<file path="config.mk">
export PLATFORM = sky130hd
export DESIGN_NAME = gsa_front
export DESIGN_NICKNAME = d
export VERILOG_FILES = /design/src/rtl/assert_macros.svh /design/src/rtl/gsa_pkg.sv /design/src/rtl/gsa_front.sv
export SDC_FILE = /design/constraint.sdc
export NUM_CORES = 1
export LEC_CHECK = 0
export CAP_MARGIN = 20
export CELL_PAD_IN_SITES_DETAIL_PLACEMENT = 0
export CELL_PAD_IN_SITES_GLOBAL_PLACEMENT = 2
export CORE_MARGIN = 5
export CORE_UTILIZATION = 40
export DETAILED_ROUTE_END_ITERATION = 7
export DONT_BUFFER_PORTS = 1
export PLACE_DENSITY = 0.75
export SLEW_MARGIN = 20
export SYNTH_ARGS = -nofsm -noshare
export SYNTH_HDL_FRONTEND = slang
export SYNTH_SLANG_ARGS = --single-unit
</file>
<file path="constraint.sdc">
create_clock -name clk -period 3.73 [get_ports clk]
set_input_delay 0.1865 -clock clk [delete_from_list [all_inputs] [get_ports clk]]
set_output_delay 0.1865 -clock clk [all_outputs]
set_load 0.03 [all_outputs]
</file>
<file path="src/rtl/assert_macros.svh">
// assertion macros used by the rtl top level
// needs clk and rst_n in the scope of each use
`ifndef ASSERT_MACROS_SVH
`define ASSERT_MACROS_SVH

// same-cycle implication, disabled in reset
`define ASSERT_IMPLIES(label, ante, cons) \
    label: assert property (@(posedge clk) disable iff (!rst_n) (ante) |-> (cons)) \
        else $error("assertion failed");

// next-cycle implication, disabled in reset
`define ASSERT_NEXT(label, ante, cons) \
    label: assert property (@(posedge clk) disable iff (!rst_n) (ante) |=> (cons)) \
        else $error("assertion failed");

`endif

</file>
<file path="src/rtl/gsa_pkg.sv">
// types and constants of the generational slot allocator
// no dependencies
package gsa_pkg;

    localparam int SLOTS          = 256;
    localparam int SLOT_BITS      = 8;
    localparam int COUNT_BITS     = 9;
    localparam int GEN_BITS       = 16;
    localparam int ALBEDO_BITS    = 16;
    localparam int PAYLOAD_BITS   = 32;
    localparam int CFG_INDEX_BITS = 1;
    localparam int CFG_DATA_BITS  = 16;

    localparam logic [1:0] REQ_ADD    = 2'd0;
    localparam logic [1:0] REQ_UNLOAD = 2'd1;
    localparam logic [1:0] REQ_UPDATE = 2'd2;
    localparam logic [1:0] REQ_QUERY  = 2'd3;

    localparam logic [1:0] STATUS_OK        = 2'd0;
    localparam logic [1:0] STATUS_FULL      = 2'd1;
    localparam logic [1:0] STATUS_STALE     = 2'd2;
    localparam logic [1:0] STATUS_PROTECTED = 2'd3;

    localparam logic [CFG_INDEX_BITS-1:0] CFG_MAX_ENTRIES     = 1'b0;
    localparam logic [CFG_INDEX_BITS-1:0] CFG_DEFAULT_TEXTURE = 1'b1;

    typedef struct packed {
        logic [1:0]              req_type;
        logic [SLOT_BITS-1:0]    slot_index;
        logic [GEN_BITS-1:0]     slot_generation;
        logic                    albedo_valid;
        logic [ALBEDO_BITS-1:0]  albedo_tex;
        logic [PAYLOAD_BITS-1:0] payload;
    } gsa_req_t;

    typedef struct packed {
        logic [SLOT_BITS-1:0]    result_index;
        logic [GEN_BITS-1:0]     result_generation;
        logic [1:0]              status;
        logic                    found;
        logic                    write_valid;
        logic [SLOT_BITS-1:0]    write_index;
        logic [ALBEDO_BITS-1:0]  write_albedo;
        logic [PAYLOAD_BITS-1:0] write_payload;
        logic [SLOT_BITS-1:0]    default_index;
        logic [GEN_BITS-1:0]     default_generation;
        logic                    default_valid;
    } gsa_rsp_t;

    typedef struct packed {
        logic     is_add;
        logic     is_unload;
        logic     is_update;
        gsa_req_t req;
    } gsa_cmd_t;

endpackage

</file>
<file path="src/rtl/gsa_front.sv">
// front end: accepts request words, decodes them, queues them for the back end
// depends on gsa_pkg
module gsa_front (
    input  logic              clk,
    input  logic              rst_n,
    input  logic              push,
    output logic              full,
    input  gsa_pkg::gsa_req_t req,
    output logic              cmd_valid,
    input  logic              cmd_take,
    output gsa_pkg::gsa_cmd_t cmd
);

    gsa_pkg::gsa_cmd_t q_mem [2];
    logic              wr_ptr_reg, wr_ptr_next;
    logic              rd_ptr_reg, rd_ptr_next;
    logic [1:0]        count_reg, count_next;
    logic              push_ok;
    logic              take_ok;
    gsa_pkg::gsa_cmd_t dec;

    always_comb
    begin
        dec           = '0;
        dec.req       = req;
        case (req.req_type)
            gsa_pkg::REQ_ADD:    dec.is_add    = 1'b1;
            gsa_pkg::REQ_UNLOAD: dec.is_unload = 1'b1;
            gsa_pkg::REQ_UPDATE: dec.is_update = 1'b1;
            default:             dec.is_add    = 1'b0;
        endcase
    end

    assign full      = (count_reg == 2'd2);
    assign cmd_valid = (count_reg != 2'd0);
    assign push_ok   = push && !full;
    assign take_ok   = cmd_take && cmd_valid;
    assign cmd       = q_mem[rd_ptr_reg];

    always_comb
    begin
        wr_ptr_next = wr_ptr_reg ^ push_ok;
        rd_ptr_next = rd_ptr_reg ^ take_ok;
        count_next  = count_reg;
        if (push_ok && !take_ok)
        begin
            count_next = count_reg + 2'd1;
        end
        else if (take_ok && !push_ok)
        begin
            count_next = count_reg - 2'd1;
        end
    end

    always_ff @(posedge clk)
    begin
        if (push_ok)
        begin
            q_mem[wr_ptr_reg] <= dec;
        end
    end

    always_ff @(posedge clk or negedge rst_n)
    begin
        if (!rst_n)
        begin
            wr_ptr_reg <= 1'b0;
            rd_ptr_reg <= 1'b0;
            count_reg  <= 2'd0;
        end
        else
        begin
            wr_ptr_reg <= wr_ptr_next;
            rd_ptr_reg <= rd_ptr_next;
            count_reg  <= count_next;
        end
    end

endmodule

</file>
==> flow_summary.json <==
{
  "holdCritStartpoint": "req[73]",
  "fin_crit_ps": 2364,
  "worst_pin_slew_ps": 738.8,
  "dr_wl_met2_um": 5675,
  "hp-class": "in2reg",
  "core_um2": 14480,
  "cts_tree": "yes",
  "power.leakage_nw": 2.530,
  "worst_setup_path_start_kind": "register",
  "grt.overflow.total": 0,
  "grt_usage_pct": 12.55,
  "fmax_mhz": 423.1,
  "hold_depth": 1,
  "cp.arrival_ps": 2180,
  "p_per_area_nw_per_um2": 838.9,
  "finalHoldViolCount": 0,
  "drt-total-wl_um": 10610,
  "cp-end-kind": "output port",
  "clock_skew_ps": 5.932,
  "met1_length_um": 3988,
  "grt_pass1_vias": 2975,
  "rsz0062_at_grt": "false",
  "htreeDepth": 4,
  "met3_length_um": 809,
  "place_congestion": 0.6878,
  "setup_viol": 0,
  "worst_r2r_endpoint": "q_mem[0][51]",
  "wl_per_cell_um": 19.22,
  "antenna_found_initial": 0,
  "worstSkewPairLatency_ps": 410,
  "die_w_um": 131.3,
  "yosys.cell_types.count": 14,
  "io_buffers": 0,
  "fp-row-count": 44,
  "drv_slew": 0,
  "drive_above_1_share_pct": 30.98,
  "crit_fanout": 53,
  "finalCritPeriodShare_pct": 63.37,
  "path_clk_slew_ps": 60,
  "dp_hpwl_um": 6659,
  "synth-seq-area-share_pct": 81.28,
  "cts-root-buf": "clkbuf_16",
  "slew_headroom_pct": 50.75,
  "tns_ps": 0,
  "n_antenna_cell": 0,
  "synth_nets": 346,
  "placed_cells": 443,
  "grt_first_pass_wirelength_um": 16680,
  "clock_sink_count": 160,
  "syn_area_per_cell_um2": 22.30,
  "drtIter0Drc": 116,
  "dieArea_um2": 17240,
  "ff2ff_setup_slack_ps": 1410,
  "r2r_start": "count_reg[1]",
  "ant_nets": 0,
  "synth.cell_area_um2": 5887,
  "routed.top_layer": "met4",
  "min_to": "q_mem[0][76]",
  "vias": 2638,
  "final_cells": 552,
  "reg2regPathDepth": 4,
  "syn_inst": 264,
  "peakVddDrop_mv": 0.5295,
  "largest_reg_flops": 156,
  "first_pass_iters": 4,
  "initial_core_util_pct": 40.66,
  "syn2layout_area_growth_pct": 27.14,
  "drv_cap": 0,
  "die_h_um": 131.3,
  "cts_buffers": 17,
  "ioPinCount": 159,
  "drcViolationCount": 0,
  "via_per_inst": 4.779,
  "required_ps": 3540,
  "cts_buffer_depth": 2,
  "ys_seq_elements": 160,
  "worstSetupPathType": "reg2out",
  "ys_warn_count": 0,
  "outcome": "complete, no violations",
  "grt_max_degree": 54,
  "finalNetCount": 437
}
-- synthesized netlist by cell type --
library cell | count | area (µm²)
edfxtp_1 | 156 | 4684
mux2_2 | 68 | 765.7
mux2_4 | 10 | 150.1
buf_2 | 6 | 30.03
dfrtp_1 | 4 | 100.1
nor2b_1 | 4 | 25.02
buf_6 | 3 | 33.78
ha_1 | 3 | 37.54
inv_1 | 2 | 7.510
nor2_1 | 2 | 7.510
xnor2_1 | 2 | 17.52
xor2_1 | 2 | 17.52
nand2_1 | 1 | 3.750
or2_2 | 1 | 6.260
-- cell type report --
type,instances,area [µm²]
tap,184,230.2
fill,1173,6994
sequential,160,4788
inverter,2,7.507
multi-input combinational,93,1056
clock inverter,9,108.9
timing repair buffer,81,825.8
clock buffer,23,467.9
-- kinds of logic (layout without fill, tap and decap cells) --
logic type,after synthesis,after routing,synth area share [%]
DFF,160,160,81.28
muxes,78,78,15.56
buffers and inverters,11,115,1.212
and+or+nand+nor,8,8,0.7226
xor gates and xnor gates,4,4,0.5952
adders and majority gates,3,3,0.6377
-- timing repair --
item | 4_1_cts | 5_1_grt
endpoints found under the hold margin | 161 | 0
gates resized for setup | 0 | 0
hold buffers | 77 | 0
buffers inserted | 0 | 0
-- how the worst max path moves through the flow --
stage / start / to / slack [ps]
after floorplan: count_reg[1] / q_mem[1][0] / 550
after global placement: count_reg[1] / q_mem[0][26] / 1440
after detailed placement: count_reg[1] / q_mem[1][72] / 1410
after CTS: rd_ptr_reg / cmd[18] / 1290
after global routing: rd_ptr_reg / cmd[17] / 1230
final: rd_ptr_reg / cmd[18] / 1370
-- per-stage QoR --
| step | utilization [%] | setup slack, ps | instance area [µm²] | hold WS [ps] | total power, mW |
|---|---|---|---|---|---|
| floorplan | - | 545.1 | 5887 | -109.1 | 4.347 |
| global placement | 42.39 | 1444 | 6137 | -109.0 | 4.603 |
| detailed placement | 42.39 | 1412 | 6137 | -108.9 | 4.633 |
| CTS | 51.69 | 1291 | 7485 | 23.96 | 6.384 |
| global route | 51.69 | 1235 | 7485 | 27.48 | 6.573 |
| finish | 51.69 | 1366 | 7485 | 44.06 | 6.279 |
-- power by group --
| part | internal (mW) | switching (mW) |
|---|---|---|
| clock | 1.02 | 0.632 |
| combinational | 0.619 | 1.34 |
| sequential | 2.46 | 0.207 |
-- layer usage --
metal / track usage (%) / up-vias
li1: - / 1220
met1: 12.51 / 1315
met2: 22.43 / 93
met3: 6.269 / 10
met4: 4.629 / 0
met5: 0 / -
-- critical path: stages, from the launching register on --
cell and delay, ps:
dfrtp_4 910, buf_4 370, mux2_2 460
-- placed cells by master (no fill, tap or decap), drive strengths merged, types with 3 or more instances in the layout --
cell | synthesis | layout
buf | 9 | 4
clkbuf | 0 | 23
clkinvlp | 0 | 4
dfrtp | 4 | 4
dlygate4sd3 | 0 | 77
edfxtp | 156 | 156
ha | 3 | 3
inv | 2 | 3
mux2 | 78 | 78
nor2b | 4 | 4
No activity file was read; power rests on OpenSTA's default activity.
